--- src/rtl/dbd_pkg.sv ---
`timescale 1ns / 1ps

package dbd_pkg;

  // Default number of bins per box side.
  localparam int BINS_DEF = 16;

  // Width of the bin tag carried with each item; covers the largest bin count.
  localparam int IDX_W = 5;

  // Item codes.
  localparam logic CMD_BOX = 1'b0;
  localparam logic CMD_CLS = 1'b1;

  // One classified item as it travels from the front to the back.
  typedef struct packed {
    logic               cmd;
    logic signed [15:0] logit;
    logic [7:0]         grid_x;
    logic [7:0]         grid_y;
    logic [1:0]         stride_code;
    logic [IDX_W-1:0]   bin;
    logic [1:0]         side;
    logic               last_bin;
    logic               last_side;
  } dbd_item_t;

  // exp(-i) for integer part i, Q0.16. Integer parts above eleven give zero.
  function automatic logic [16:0] exp_int(input logic [3:0] ip);
    logic [16:0] r;
    case (ip)
      4'd0:    r = 17'd65536;
      4'd1:    r = 17'd24109;
      4'd2:    r = 17'd8869;
      4'd3:    r = 17'd3263;
      4'd4:    r = 17'd1200;
      4'd5:    r = 17'd442;
      4'd6:    r = 17'd162;
      4'd7:    r = 17'd60;
      4'd8:    r = 17'd22;
      4'd9:    r = 17'd8;
      4'd10:   r = 17'd3;
      4'd11:   r = 17'd1;
      default: r = 17'd0;
    endcase
    return r;
  endfunction

  // exp(-h/16), Q0.16.
  function automatic logic [16:0] exp_hi(input logic [3:0] h);
    logic [16:0] r;
    case (h)
      4'd0:    r = 17'd65536;
      4'd1:    r = 17'd61565;
      4'd2:    r = 17'd57835;
      4'd3:    r = 17'd54331;
      4'd4:    r = 17'd51039;
      4'd5:    r = 17'd47947;
      4'd6:    r = 17'd45042;
      4'd7:    r = 17'd42313;
      4'd8:    r = 17'd39750;
      4'd9:    r = 17'd37341;
      4'd10:   r = 17'd35079;
      4'd11:   r = 17'd32954;
      4'd12:   r = 17'd30957;
      4'd13:   r = 17'd29081;
      4'd14:   r = 17'd27319;
      default: r = 17'd25664;
    endcase
    return r;
  endfunction

  // exp(-l/256), Q0.16.
  function automatic logic [16:0] exp_lo(input logic [3:0] l);
    logic [16:0] r;
    case (l)
      4'd0:    r = 17'd65536;
      4'd1:    r = 17'd65280;
      4'd2:    r = 17'd65026;
      4'd3:    r = 17'd64772;
      4'd4:    r = 17'd64520;
      4'd5:    r = 17'd64268;
      4'd6:    r = 17'd64018;
      4'd7:    r = 17'd63768;
      4'd8:    r = 17'd63520;
      4'd9:    r = 17'd63272;
      4'd10:   r = 17'd63025;
      4'd11:   r = 17'd62780;
      4'd12:   r = 17'd62535;
      4'd13:   r = 17'd62291;
      4'd14:   r = 17'd62048;
      default: r = 17'd61806;
    endcase
    return r;
  endfunction

endpackage

--- src/rtl/dbd_front.sv ---
`timescale 1ns / 1ps

module dbd_front #(
  parameter int BINS = dbd_pkg::BINS_DEF
) (
  input  logic               clk_i,
  input  logic               rst_ni,
  input  logic               push_i,
  input  logic               q_full_i,
  input  logic               command_i,
  input  logic signed [15:0] logit_i,
  input  logic [7:0]         grid_x_i,
  input  logic [7:0]         grid_y_i,
  input  logic [1:0]         stride_code_i,
  output logic               q_push_o,
  output dbd_pkg::dbd_item_t q_item_o
);

  localparam int BW = (BINS > 1) ? $clog2(BINS) : 1;

  logic [BW-1:0] bin_cnt_q, bin_cnt_d;
  logic [1:0]    side_cnt_q, side_cnt_d;
  logic          accept;
  logic          last_bin;
  logic          last_side;

  assign accept    = push_i && !q_full_i;
  assign last_bin  = (bin_cnt_q == BW'(BINS - 1));
  assign last_side = (side_cnt_q == 2'd3);

  // Tag each beat with its bin and side position.
  always_comb begin
    q_item_o             = '0;
    q_item_o.cmd         = command_i;
    q_item_o.logit       = logit_i;
    q_item_o.grid_x      = grid_x_i;
    q_item_o.grid_y      = grid_y_i;
    q_item_o.stride_code = stride_code_i;
    q_item_o.bin         = dbd_pkg::IDX_W'(bin_cnt_q);
    q_item_o.side        = side_cnt_q;
    q_item_o.last_bin    = last_bin;
    q_item_o.last_side   = last_side;
  end

  assign q_push_o = accept;

  // Box beats advance the bin and side counters; class beats leave them alone.
  always_comb begin
    bin_cnt_d  = bin_cnt_q;
    side_cnt_d = side_cnt_q;
    if (accept && command_i == dbd_pkg::CMD_BOX) begin
      if (last_bin) begin
        bin_cnt_d  = '0;
        side_cnt_d = side_cnt_q + 2'd1;
      end else begin
        bin_cnt_d = bin_cnt_q + BW'(1);
      end
    end
  end

  always_ff @(posedge clk_i or negedge rst_ni) begin
    if (!rst_ni) begin
      bin_cnt_q  <= '0;
      side_cnt_q <= '0;
    end else begin
      bin_cnt_q  <= bin_cnt_d;
      side_cnt_q <= side_cnt_d;
    end
  end

endmodule

--- src/rtl/dbd_fifo.sv ---
`timescale 1ns / 1ps

module dbd_fifo (
  input  logic               clk_i,
  input  logic               rst_ni,
  input  logic               push_i,
  input  dbd_pkg::dbd_item_t item_i,
  output logic               full_o,
  input  logic               pop_i,
  output logic               valid_o,
  output dbd_pkg::dbd_item_t item_o
);

  dbd_pkg::dbd_item_t mem_q [2];
  logic       wr_ptr_q, rd_ptr_q;
  logic [1:0] cnt_q, cnt_d;
  logic       do_push, do_pop;

  assign full_o  = (cnt_q == 2'd2);
  assign valid_o = (cnt_q != 2'd0);
  assign item_o  = mem_q[rd_ptr_q];
  assign do_push = push_i && !full_o;
  assign do_pop  = pop_i && valid_o;

  // Occupancy follows pushes and pops.
  always_comb begin
    cnt_d = cnt_q;
    if (do_push && !do_pop) begin
      cnt_d = cnt_q + 2'd1;
    end else if (do_pop && !do_push) begin
      cnt_d = cnt_q - 2'd1;
    end
  end

  always_ff @(posedge clk_i or negedge rst_ni) begin
    if (!rst_ni) begin
      wr_ptr_q <= 1'b0;
      rd_ptr_q <= 1'b0;
      cnt_q    <= '0;
    end else begin
      cnt_q <= cnt_d;
      if (do_push) begin
        wr_ptr_q <= !wr_ptr_q;
      end
      if (do_pop) begin
        rd_ptr_q <= !rd_ptr_q;
      end
    end
  end

  // Entry storage.
  always_ff @(posedge clk_i) begin
    if (do_push) begin
      mem_q[wr_ptr_q] <= item_i;
    end
  end

endmodule

--- src/rtl/dbd_back.sv ---
`timescale 1ns / 1ps

module dbd_back #(
  parameter int BINS = dbd_pkg::BINS_DEF
) (
  input  logic               clk_i,
  input  logic               rst_ni,
  input  logic               q_valid_i,
  input  dbd_pkg::dbd_item_t q_item_i,
  output logic               q_pop_o,
  output logic               empty_o,
  input  logic               pop_i,
  output logic               kind_o,
  output logic signed [15:0] left_x_o,
  output logic signed [15:0] top_y_o,
  output logic signed [15:0] right_x_o,
  output logic signed [15:0] bottom_y_o,
  output logic [15:0]        score_o
);

  localparam int BW   = (BINS > 1) ? $clog2(BINS) : 1;
  localparam int SUMW = 17 + BW;
  localparam int WSW  = 17 + 2 * BW;
  localparam int BNW  = WSW + 9;
  localparam int QW   = (BW + 8 > 17) ? BW + 8 : 17;
  localparam int DNW  = (BNW > 34) ? BNW : 34;
  localparam int RW   = DNW + QW;
  localparam int DENW = (SUMW > 18) ? SUMW : 18;
  localparam int IW   = $clog2(QW);

  localparam logic [3:0] S_IDLE = 4'd0;
  localparam logic [3:0] S_MAX  = 4'd1;
  localparam logic [3:0] S_N    = 4'd2;
  localparam logic [3:0] S_E1   = 4'd3;
  localparam logic [3:0] S_E2   = 4'd4;
  localparam logic [3:0] S_ACC  = 4'd5;
  localparam logic [3:0] S_DSET = 4'd6;
  localparam logic [3:0] S_DIV  = 4'd7;
  localparam logic [3:0] S_DFIN = 4'd8;
  localparam logic [3:0] S_OUT  = 4'd9;

  // Corner in Q8.8 grid units to saturated Q12.4 pixels.
  function automatic logic [15:0] to_pix(input logic signed [18:0] v,
                                         input logic [1:0] sc);
    logic signed [24:0] p;
    logic signed [20:0] q;
    logic [15:0]        r;
    case (sc)
      2'd0:    p = 25'(v) <<< 3;
      2'd1:    p = 25'(v) <<< 4;
      default: p = 25'(v) <<< 5;
    endcase
    p = p + 25'sd8;
    q = 21'(p >>> 4);
    if (q > 21'sd32767) begin
      r = 16'h7fff;
    end else if (q < -21'sd32768) begin
      r = 16'h8000;
    end else begin
      r = q[15:0];
    end
    return r;
  endfunction

  // Integer-part lookup with the out-of-range case folded in.
  function automatic logic [16:0] exp_int_sel(input logic [15:0] n);
    logic [16:0] r;
    if (n[15:8] > 8'd11) begin
      r = '0;
    end else begin
      r = dbd_pkg::exp_int(n[11:8]);
    end
    return r;
  endfunction

  logic [3:0]          state_q, state_d;
  logic signed [15:0]  bin_q [BINS];
  logic signed [15:0]  mx_q, mx_d;
  logic [BW-1:0]       k_q, k_d;
  logic [15:0]         n_q, n_d;
  logic [16:0]         p1_q, p1_d;
  logic [16:0]         e_q, e_d;
  logic [SUMW-1:0]     sum_q, sum_d;
  logic [WSW-1:0]      wsum_q, wsum_d;
  logic [RW-1:0]       rem_q, rem_d;
  logic [DENW-1:0]     den_q, den_d;
  logic [QW-1:0]       quot_q, quot_d;
  logic [IW-1:0]       i_q, i_d;
  logic                cls_q, cls_d;
  logic                neg_q, neg_d;
  logic [1:0]          side_q, side_d;
  logic                lside_q, lside_d;
  logic [7:0]          gx_q, gx_d, gy_q, gy_d;
  logic [1:0]          sc_q, sc_d;
  logic [11:0]         sd_q [4];
  logic                sd_we;
  logic [11:0]         sd_wdata;
  logic                bin_we;
  logic                ov_q, ov_d;
  logic                out_load;
  logic                out_kind;
  logic [15:0]         out_lx, out_ty, out_rx, out_by, out_score;
  logic [15:0]         score_q, score_d;
  logic [32:0]         prod1, prod2;
  logic [RW-1:0]       trial;
  logic [DENW-1:0]     cls_den;
  logic signed [16:0]  diff;
  logic signed [18:0]  cx, cy;

  assign diff  = 17'(mx_q) - 17'(bin_q[k_q]);
  assign prod1 = 33'(exp_int_sel(n_q)) * 33'(dbd_pkg::exp_hi(n_q[7:4]));
  assign prod2 = 33'(p1_q) * 33'(dbd_pkg::exp_lo(n_q[3:0]));
  assign trial = RW'(den_q) << i_q;
  assign cls_den = DENW'(18'd65536 + 18'(e_q));
  assign cx = 19'({1'b0, gx_q, 8'h80});
  assign cy = 19'({1'b0, gy_q, 8'h80});

  // Sequencer for bin capture, softmax expectation, sigmoid and output.
  always_comb begin
    state_d  = state_q;
    mx_d     = mx_q;
    k_d      = k_q;
    n_d      = n_q;
    p1_d     = p1_q;
    e_d      = e_q;
    sum_d    = sum_q;
    wsum_d   = wsum_q;
    rem_d    = rem_q;
    den_d    = den_q;
    quot_d   = quot_q;
    i_d      = i_q;
    cls_d    = cls_q;
    neg_d    = neg_q;
    side_d   = side_q;
    lside_d  = lside_q;
    gx_d     = gx_q;
    gy_d     = gy_q;
    sc_d     = sc_q;
    score_d  = score_q;
    sd_we    = 1'b0;
    sd_wdata = (quot_q > QW'(4095)) ? 12'd4095 : quot_q[11:0];
    bin_we   = 1'b0;
    q_pop_o  = 1'b0;
    out_load = 1'b0;
    unique case (state_q)
      S_IDLE: begin
        if (q_valid_i) begin
          q_pop_o = 1'b1;
          if (q_item_i.cmd == dbd_pkg::CMD_CLS) begin
            cls_d   = 1'b1;
            neg_d   = q_item_i.logit[15];
            n_d     = q_item_i.logit[15] ? 16'(-q_item_i.logit) : q_item_i.logit;
            state_d = S_E1;
          end else begin
            bin_we = 1'b1;
            if (q_item_i.last_bin) begin
              cls_d   = 1'b0;
              side_d  = q_item_i.side;
              lside_d = q_item_i.last_side;
              gx_d    = q_item_i.grid_x;
              gy_d    = q_item_i.grid_y;
              sc_d    = q_item_i.stride_code;
              k_d     = '0;
              state_d = S_MAX;
            end
          end
        end
      end
      S_MAX: begin
        if (k_q == '0 || bin_q[k_q] > mx_q) begin
          mx_d = bin_q[k_q];
        end
        if (k_q == BW'(BINS - 1)) begin
          k_d     = '0;
          sum_d   = '0;
          wsum_d  = '0;
          state_d = S_N;
        end else begin
          k_d = k_q + BW'(1);
        end
      end
      S_N: begin
        n_d     = diff[15:0];
        state_d = S_E1;
      end
      S_E1: begin
        p1_d    = 17'((prod1 + 33'd32768) >> 16);
        state_d = S_E2;
      end
      S_E2: begin
        e_d     = 17'((prod2 + 33'd32768) >> 16);
        state_d = cls_q ? S_DSET : S_ACC;
      end
      S_ACC: begin
        sum_d  = sum_q + SUMW'(e_q);
        wsum_d = wsum_q + WSW'(e_q) * WSW'(k_q);
        if (k_q == BW'(BINS - 1)) begin
          state_d = S_DSET;
        end else begin
          k_d     = k_q + BW'(1);
          state_d = S_N;
        end
      end
      S_DSET: begin
        if (cls_q) begin
          den_d = cls_den;
          if (neg_q) begin
            rem_d = (RW'(e_q) << 16) + RW'(cls_den >> 1);
          end else begin
            rem_d = (RW'(1) << 32) + RW'(cls_den >> 1);
          end
        end else begin
          den_d = DENW'(sum_q);
          rem_d = (RW'(wsum_q) << 8) + RW'(sum_q >> 1);
        end
        quot_d  = '0;
        i_d     = IW'(QW - 1);
        state_d = S_DIV;
      end
      S_DIV: begin
        if (rem_q >= trial) begin
          rem_d  = rem_q - trial;
          quot_d = quot_q | (QW'(1) << i_q);
        end
        if (i_q == '0) begin
          state_d = S_DFIN;
        end else begin
          i_d = i_q - IW'(1);
        end
      end
      S_DFIN: begin
        if (cls_q) begin
          score_d = (quot_q > QW'(65535)) ? 16'hffff : quot_q[15:0];
          state_d = S_OUT;
        end else begin
          sd_we   = 1'b1;
          state_d = lside_q ? S_OUT : S_IDLE;
        end
      end
      S_OUT: begin
        if (!ov_q) begin
          out_load = 1'b1;
          state_d  = S_IDLE;
        end
      end
      default: begin
        state_d = S_IDLE;
      end
    endcase
  end

  // Result beat contents.
  always_comb begin
    out_kind  = cls_q;
    out_score = cls_q ? score_q : 16'd0;
    if (cls_q) begin
      out_lx = '0;
      out_ty = '0;
      out_rx = '0;
      out_by = '0;
    end else begin
      out_lx = to_pix(cx - 19'(sd_q[0]), sc_q);
      out_ty = to_pix(cy - 19'(sd_q[1]), sc_q);
      out_rx = to_pix(cx + 19'(sd_q[2]), sc_q);
      out_by = to_pix(cy + 19'(sd_q[3]), sc_q);
    end
  end

  // Output register valid flag.
  always_comb begin
    ov_d = ov_q;
    if (pop_i && ov_q) begin
      ov_d = 1'b0;
    end
    if (out_load) begin
      ov_d = 1'b1;
    end
  end

  assign empty_o = !ov_q;

  always_ff @(posedge clk_i or negedge rst_ni) begin
    if (!rst_ni) begin
      state_q <= S_IDLE;
      ov_q    <= 1'b0;
      k_q     <= '0;
      i_q     <= '0;
      cls_q   <= 1'b0;
      lside_q <= 1'b0;
    end else begin
      state_q <= state_d;
      ov_q    <= ov_d;
      k_q     <= k_d;
      i_q     <= i_d;
      cls_q   <= cls_d;
      lside_q <= lside_d;
    end
  end

  // Datapath registers.
  always_ff @(posedge clk_i) begin
    mx_q    <= mx_d;
    n_q     <= n_d;
    p1_q    <= p1_d;
    e_q     <= e_d;
    sum_q   <= sum_d;
    wsum_q  <= wsum_d;
    rem_q   <= rem_d;
    den_q   <= den_d;
    quot_q  <= quot_d;
    neg_q   <= neg_d;
    side_q  <= side_d;
    gx_q    <= gx_d;
    gy_q    <= gy_d;
    sc_q    <= sc_d;
    score_q <= score_d;
    if (bin_we) begin
      bin_q[q_item_i.bin[BW-1:0]] <= q_item_i.logit;
    end
    if (sd_we) begin
      sd_q[side_q] <= sd_wdata;
    end
    if (out_load) begin
      kind_o     <= out_kind;
      left_x_o   <= out_lx;
      top_y_o    <= out_ty;
      right_x_o  <= out_rx;
      bottom_y_o <= out_by;
      score_o    <= out_score;
    end
  end

endmodule

--- src/rtl/dfl_box_decode.sv ---
`timescale 1ns / 1ps
// Channel   | Handshake            | Beat fields
// ----------+----------------------+------------------------------------------------
// input     | push / full          | command_i, logit_i, grid_x_i, grid_y_i,
//           |                      | stride_code_i
// result    | empty / pop          | kind_o, left_x_o, top_y_o, right_x_o,
//           |                      | bottom_y_o, score_o
//
// A box bin beat that does not close a side is only stored in the back end.
// The beat that closes a side starts a max search over the bins, exp accumulation
// through states N, E1, E2 and ACC for each bin, a setup step, a restoring divider
// of max(clog2(BINS)+8, 17) quotient bits and a store. A class beat takes two exp
// table multiplies, divider setup, 17 divide steps, the score update and the load.
// A two-entry queue between front and back raises full when it fills; a held
// result stalls the back end. Reset clears counters, pointers and control flags.
module dfl_box_decode #(
  parameter int BINS = dbd_pkg::BINS_DEF
) (
  input  logic               clk_i,
  input  logic               rst_ni,
  input  logic               push,
  output logic               full,
  input  logic               command_i,
  input  logic signed [15:0] logit_i,
  input  logic [7:0]         grid_x_i,
  input  logic [7:0]         grid_y_i,
  input  logic [1:0]         stride_code_i,
  output logic               empty,
  input  logic               pop,
  output logic               kind_o,
  output logic signed [15:0] left_x_o,
  output logic signed [15:0] top_y_o,
  output logic signed [15:0] right_x_o,
  output logic signed [15:0] bottom_y_o,
  output logic [15:0]        score_o
);

  logic               q_push;
  logic               q_full;
  logic               q_valid;
  logic               q_pop;
  dbd_pkg::dbd_item_t q_in;
  dbd_pkg::dbd_item_t q_out;

  assign full = q_full;

  // Classify and tag input beats.
  dbd_front #(.BINS(BINS)) u_front (
    .clk_i         (clk_i),
    .rst_ni        (rst_ni),
    .push_i        (push),
    .q_full_i      (q_full),
    .command_i     (command_i),
    .logit_i       (logit_i),
    .grid_x_i      (grid_x_i),
    .grid_y_i      (grid_y_i),
    .stride_code_i (stride_code_i),
    .q_push_o      (q_push),
    .q_item_o      (q_in)
  );

  // Decoupling queue.
  dbd_fifo u_fifo (
    .clk_i   (clk_i),
    .rst_ni  (rst_ni),
    .push_i  (q_push),
    .item_i  (q_in),
    .full_o  (q_full),
    .pop_i   (q_pop),
    .valid_o (q_valid),
    .item_o  (q_out)
  );

  // Softmax expectation, sigmoid and box assembly.
  dbd_back #(.BINS(BINS)) u_back (
    .clk_i      (clk_i),
    .rst_ni     (rst_ni),
    .q_valid_i  (q_valid),
    .q_item_i   (q_out),
    .q_pop_o    (q_pop),
    .empty_o    (empty),
    .pop_i      (pop),
    .kind_o     (kind_o),
    .left_x_o   (left_x_o),
    .top_y_o    (top_y_o),
    .right_x_o  (right_x_o),
    .bottom_y_o (bottom_y_o),
    .score_o    (score_o)
  );

endmodule

--- config.mk ---
export PLATFORM = sky130hd
export DESIGN_NAME = dfl_box_decode
export DESIGN_NICKNAME = d
export VERILOG_FILES = /design/src/rtl/dbd_pkg.sv /design/src/rtl/dbd_front.sv /design/src/rtl/dbd_fifo.sv /design/src/rtl/dbd_back.sv /design/src/rtl/dfl_box_decode.sv
export SDC_FILE = /design/constraint.sdc
export NUM_CORES = 2
export LEC_CHECK = 0
export BUFFER_PORTS_ARGS = -buffer_cell sky130_fd_sc_hd__buf_2
export CAP_MARGIN = 20
export CORE_MARGIN = 1
export CORE_UTILIZATION = 30
export CTS_CLUSTER_DIAMETER = 60
export DETAILED_ROUTE_END_ITERATION = 16
export SETUP_SLACK_MARGIN = 0.1
export SLEW_MARGIN = 5
export SYNTH_ARGS = -nofsm -noshare
export SYNTH_HDL_FRONTEND = slang
export SYNTH_SLANG_ARGS = --single-unit
--- constraint.sdc ---
create_clock -name clk_i -period 10.5 [get_ports clk_i]
set_clock_uncertainty 0.05 [all_clocks]
set_input_delay 0.525 -clock clk_i [delete_from_list [all_inputs] [get_ports clk_i]]
set_output_delay 0.525 -clock clk_i [all_outputs]
set_load 0.02 [all_outputs]
==> qor.log <==
qor: clock_tree.number_of_clock_sinks 779
qor: clock_tree.clk-insertion-delay-late 0.75 ns
qor: setup_path.ff_to_ff_start u_back.n_q[15]
qor: power_and_ir_drop.worst_ir_drop_vdd 0.789 mV
qor: die.die_y 451 um
qor: grt.global_route_wire_length_before_repair 245000 um
qor: yosys.synthesis_stage_register_bit_count 779
qor: yosys.post_synth_instance_area 60500 sq um
qor: placement.hpwlAfterDp 114000 um
qor: yosys.synth_enable_flop_cells 709
qor: die.die_w 451 um
qor: yosys.yosys.cell_count.top_type sky130_fd_sc_hd__edfxtp_1
qor: setup_path.critical_path_class reg2reg
qor: yosys.synth_top_flop_cell sky130_fd_sc_hd__edfxtp_1
qor: cells_and_area.fillers 19.8k
qor: yosys.synth-seq-area-share 0.377
qor: die.floorplan.initialDensity 0.302
qor: timing.max_freq 0.117 GHz
qor: setup_path.r2r.worst_path.cells 24
qor: route.route.detailed.wl_per_inst 18.2 um
qor: cells_and_area.finish.cell_count_without_fillers 8432
qor: route.drcViolationCount 16
qor: clock_tree.clock_pin_slew_on_the_worst_setup_and_hold_paths 0.06 ns
qor: die.rows 164
qor: grt.grt_remaining_overflow 0
qor: yosys.synth_area_per_cell 10.7 sq um
qor: cells_and_area.multi_input_comb_area 34200 sq um
qor: grt.grt_antenna_before_repair 4
qor: power_and_ir_drop.lkg_pwr 28.4 nW
qor: yosys.netlist-cell-type-count 102
qor: timing.timing.slew.headroom 0.225
qor: clock_tree.root_buffer sky130_fd_sc_hd__clkbuf_16
qor: timing.setup-tns-final 0 ns
qor: yosys.yosys-top-cells-area sky130_fd_sc_hd__edfxtp_1 (35%), sky130_fd_sc_hd__fa_1 (15%), sky130_fd_sc_hd__ha_1 (9.1%)
qor: setup_path.critPathMaxFanout 78
qor: clock_tree.cts_made_buffers 94
qor: die.boundaryPins 122
qor: route.detail_route.vias_per_cell 4.98
qor: yosys.synth.largest_area_cell sky130_fd_sc_hd__edfxtp_1
qor: flow_run.max-cap-violations 0
qor: route.route.antenna.remaining_nets 0
qor: yosys.synth.top_cells.by_count sky130_fd_sc_hd__edfxtp_1 (709), sky130_fd_sc_hd__inv_1 (682), sky130_fd_sc_hd__nand2_1 (470)
qor: hold_path.worstHoldPathType in2async
qor: timing.worstMarginPinSlew 1.15 ns
qor: die.core_area 200000 sq um
qor: timing.grt_setup_unrepaired no
qor: grt.gr-usage-all-layers 0.151
qor: grt.first_global_vias 43.2k
qor: route.detailroute.via_count 42.0k
qor: clock_tree.tritoncts built
qor: setup_path.sort_of_element_at_the_end_of_the_critical_path flip-flop
qor: timing.timing_hold_violations_final 0
qor: yosys.yosysTopAreaCellShare 0.352
qor: yosys.synthesis.yosys.warnings 0
qor: power_and_ir_drop.power.density_cell_area 356 nW/um^2
qor: setup_path.worst_setup_path_startpoint u_back.n_q[15]
qor: cells_and_area.layout-area-overhead-vs-synth 12.1%
qor: cells_and_area.sequential_area 22800 sq um
qor: placement.place.gp.congestion 0.876
qor: setup_path.critical_path.startpoint_type flip-flop
qor: timing.maxSlewViolCount 0
qor: die.design.die.area 204000 sq um
qor: route.drt_first_pass_iters 13
qor: clock_tree.cts-root-to-sink-buffers 3
qor: placement.portBuffers 121
qor: run_status.status finished, violations left
qor: clock_tree.cts_max_level 3
qor: route.drtIter0Drc 2706
qor: setup_path.timing.critical_path.required 10.90 ns
qor: route.wl 154000 um
qor: timing.finalSetupViolCount 0
qor: yosys.async_reset_ff_frac 0.0334
qor: timing.final_min_period_over_clock_period 0.815
qor: setup_path.timing.reg2reg.setup_slack 1.94 ns
qor: cells_and_area.layout.nets 6622
qor: grt.grt_start_max_net_pins 79
qor: setup_path.worst_ep_arrival_time 8.95 ns
qor: placement.place.detailed.instances 8213
qor: cells_and_area.layout-drive-gt1-share 0.105
qor: run_status.violations DRC
qor: yosys.cell_count_after_synthesis 5631
qor: timing.period_needed 8.56 ns
qor: cells_and_area.final_core_utilization 0.339
## stage by stage
stage	hold WS [ns]	power, mW	area (sq um)	worst slack (ns)
detailed placement	0.457	20.8	64000	1.93
finish	0.364	24.2	67800	1.94
floorplan	0.179	16.9	60500	2.53
CTS	0.341	24.6	67800	1.92
global placement	0.434	20.6	64000	1.98
global route	0.388	26.7	67800	1.46
## power by group
part	internal [mW]	total, mW	switching, mW	leakage, nW
clock network	2.06	3.50	1.44	1.66
logic	6.38	15.1	8.75	19.5
registers	4.68	5.55	0.866	7.17
total	13.1	24.2	11.1	28.4
## cells in the final DEF, fill, tap and decap left out, types with 27 or more instances in the layout
| cell type | n |
|---|---|
| sky130_fd_sc_hd__a211oi_1 | 41 |
| sky130_fd_sc_hd__a21o_1 | 63 |
| sky130_fd_sc_hd__a21oi_1 | 240 |
| sky130_fd_sc_hd__a31oi_1 | 35 |
| sky130_fd_sc_hd__and2_1 | 191 |
| sky130_fd_sc_hd__and3_1 | 202 |
| sky130_fd_sc_hd__buf_2 | 121 |
| sky130_fd_sc_hd__buf_4 | 70 |
| sky130_fd_sc_hd__clkbuf_16 | 95 |
| sky130_fd_sc_hd__dfxtp_1 | 44 |
| sky130_fd_sc_hd__dlygate4sd3_1 | 37 |
| sky130_fd_sc_hd__edfxtp_1 | 709 |
| sky130_fd_sc_hd__fa_1 | 450 |
| sky130_fd_sc_hd__ha_1 | 440 |
| sky130_fd_sc_hd__inv_1 | 682 |
| sky130_fd_sc_hd__mux2_2 | 61 |
| sky130_fd_sc_hd__mux2i_1 | 67 |
| sky130_fd_sc_hd__mux4_2 | 88 |
| sky130_fd_sc_hd__nand2_1 | 470 |
| sky130_fd_sc_hd__nand2b_1 | 53 |
| sky130_fd_sc_hd__nand3_1 | 97 |
| sky130_fd_sc_hd__nor2_1 | 325 |
| sky130_fd_sc_hd__nor2b_1 | 46 |
| sky130_fd_sc_hd__nor3_1 | 92 |
| sky130_fd_sc_hd__o21a_1 | 43 |
| sky130_fd_sc_hd__o21ai_0 | 212 |
| sky130_fd_sc_hd__or2_2 | 30 |
| sky130_fd_sc_hd__or3_1 | 27 |
| sky130_fd_sc_hd__xnor2_1 | 149 |
| sky130_fd_sc_hd__xor2_1 | 93 |
## worst max-delay path: stages, from the launching register on
cell                       delay (ns)
sky130_fd_sc_hd__edfxtp_1        0.36
sky130_fd_sc_hd__or4_1           0.58
sky130_fd_sc_hd__a21oi_4         0.67
sky130_fd_sc_hd__buf_4           0.62
sky130_fd_sc_hd__nand3_1         0.20
sky130_fd_sc_hd__fa_1            0.58
sky130_fd_sc_hd__fa_1            0.53
sky130_fd_sc_hd__fa_1            0.51
sky130_fd_sc_hd__inv_1           0.05
sky130_fd_sc_hd__fa_1            0.47
sky130_fd_sc_hd__fa_1            0.57
sky130_fd_sc_hd__inv_1           0.06
sky130_fd_sc_hd__fa_1            0.54
sky130_fd_sc_hd__inv_1           0.05
sky130_fd_sc_hd__ha_1            0.20
sky130_fd_sc_hd__a2111o_1        0.32
sky130_fd_sc_hd__a211oi_1        0.43
sky130_fd_sc_hd__nor2b_1         0.09
sky130_fd_sc_hd__a21oi_1         0.23
sky130_fd_sc_hd__nand3_1         0.19
sky130_fd_sc_hd__nand4_1         0.19
sky130_fd_sc_hd__a21oi_1         0.12
sky130_fd_sc_hd__or3_1           0.41
sky130_fd_sc_hd__a21oi_1         0.19
sky130_fd_sc_hd__xnor2_1         0.08
## final cells by class
cell class                      instances  share of cell area
Inverter                              685              0.0379
Clock buffer                           99              0.0355
Clock inverter                         78              0.0148
Tap cell                             2656              0.0490
Multi-Input combinational cell       3905               0.504
Antenna cell                            2           0.0000738
Timing Repair Buffer                  228              0.0221
Sequential cell                       779               0.337
## worst paths after layout
kind	end
max	u_back.p1_q[15]
min	u_back.ov_q
max reg2reg	u_back.p1_q[15]
min reg2reg	u_back.lside_q
max in group asynchronous	u_fifo.rd_ptr_q
min in group clk_i	u_fifo.wr_ptr_q
## routing by layer
layer / track usage / share of wire
met1: 0.194 / 0.43
met2: 0.261 / 0.49
met3: 0.0215 / 0.048
met4: 0.0457 / 0.028
met5: 0 / 0.000085
## cell families (layout without fill, tap and decap cells)
group / after synthesis / after routing / synth area share
and+or+nand+nor: 1647 / 1647 / 0.135
muxes: 216 / 216 / 0.0552
buffers and inverters: 948 / 1090 / 0.0599
xor gates and xnor gates: 244 / 244 / 0.0356
AOI/OAI and AO/OA: 906 / 906 / 0.0972
DFF: 779 / 779 / 0.377
adders and majority gates: 890 / 890 / 0.240
other: 1 / 4 / 0.0000620
## sequential cells by signal, summed over array words and instances (netlist names), 4 cells and up, named ones only
register           count
u_back.sd_q           48
u_back.den_q          21
u_back.left_x_o       16
u_fifo.mem_q          86
u_back.gx_q            8
u_back.right_x_o      16
u_back.e_q            17
u_back.gy_q            8
u_back.wsum_q         25
u_back.sum_q          21
u_back.state_q         4
u_back.score_q        16
u_back.i_q             5
u_back.top_y_o        16
u_back.rem_q          51
u_back.bottom_y_o     16
u_back.quot_q         17
u_back.mx_q           16
u_back.k_q             4
u_back.score_o        16
u_front.bin_cnt_q      4
u_back.bin_q         256
u_back.p1_q           17
u_back.n_q            16
## repair_timing
action / CTS / global route
hold buffers: 37 / 0
endpoints found under the setup margin: 0 / 0
buffers inserted: 0 / 0
endpoints found under the hold margin: 97 / 0
gates resized for setup: 0 / 0
No activity file was read; power rests on OpenSTA's default activity.
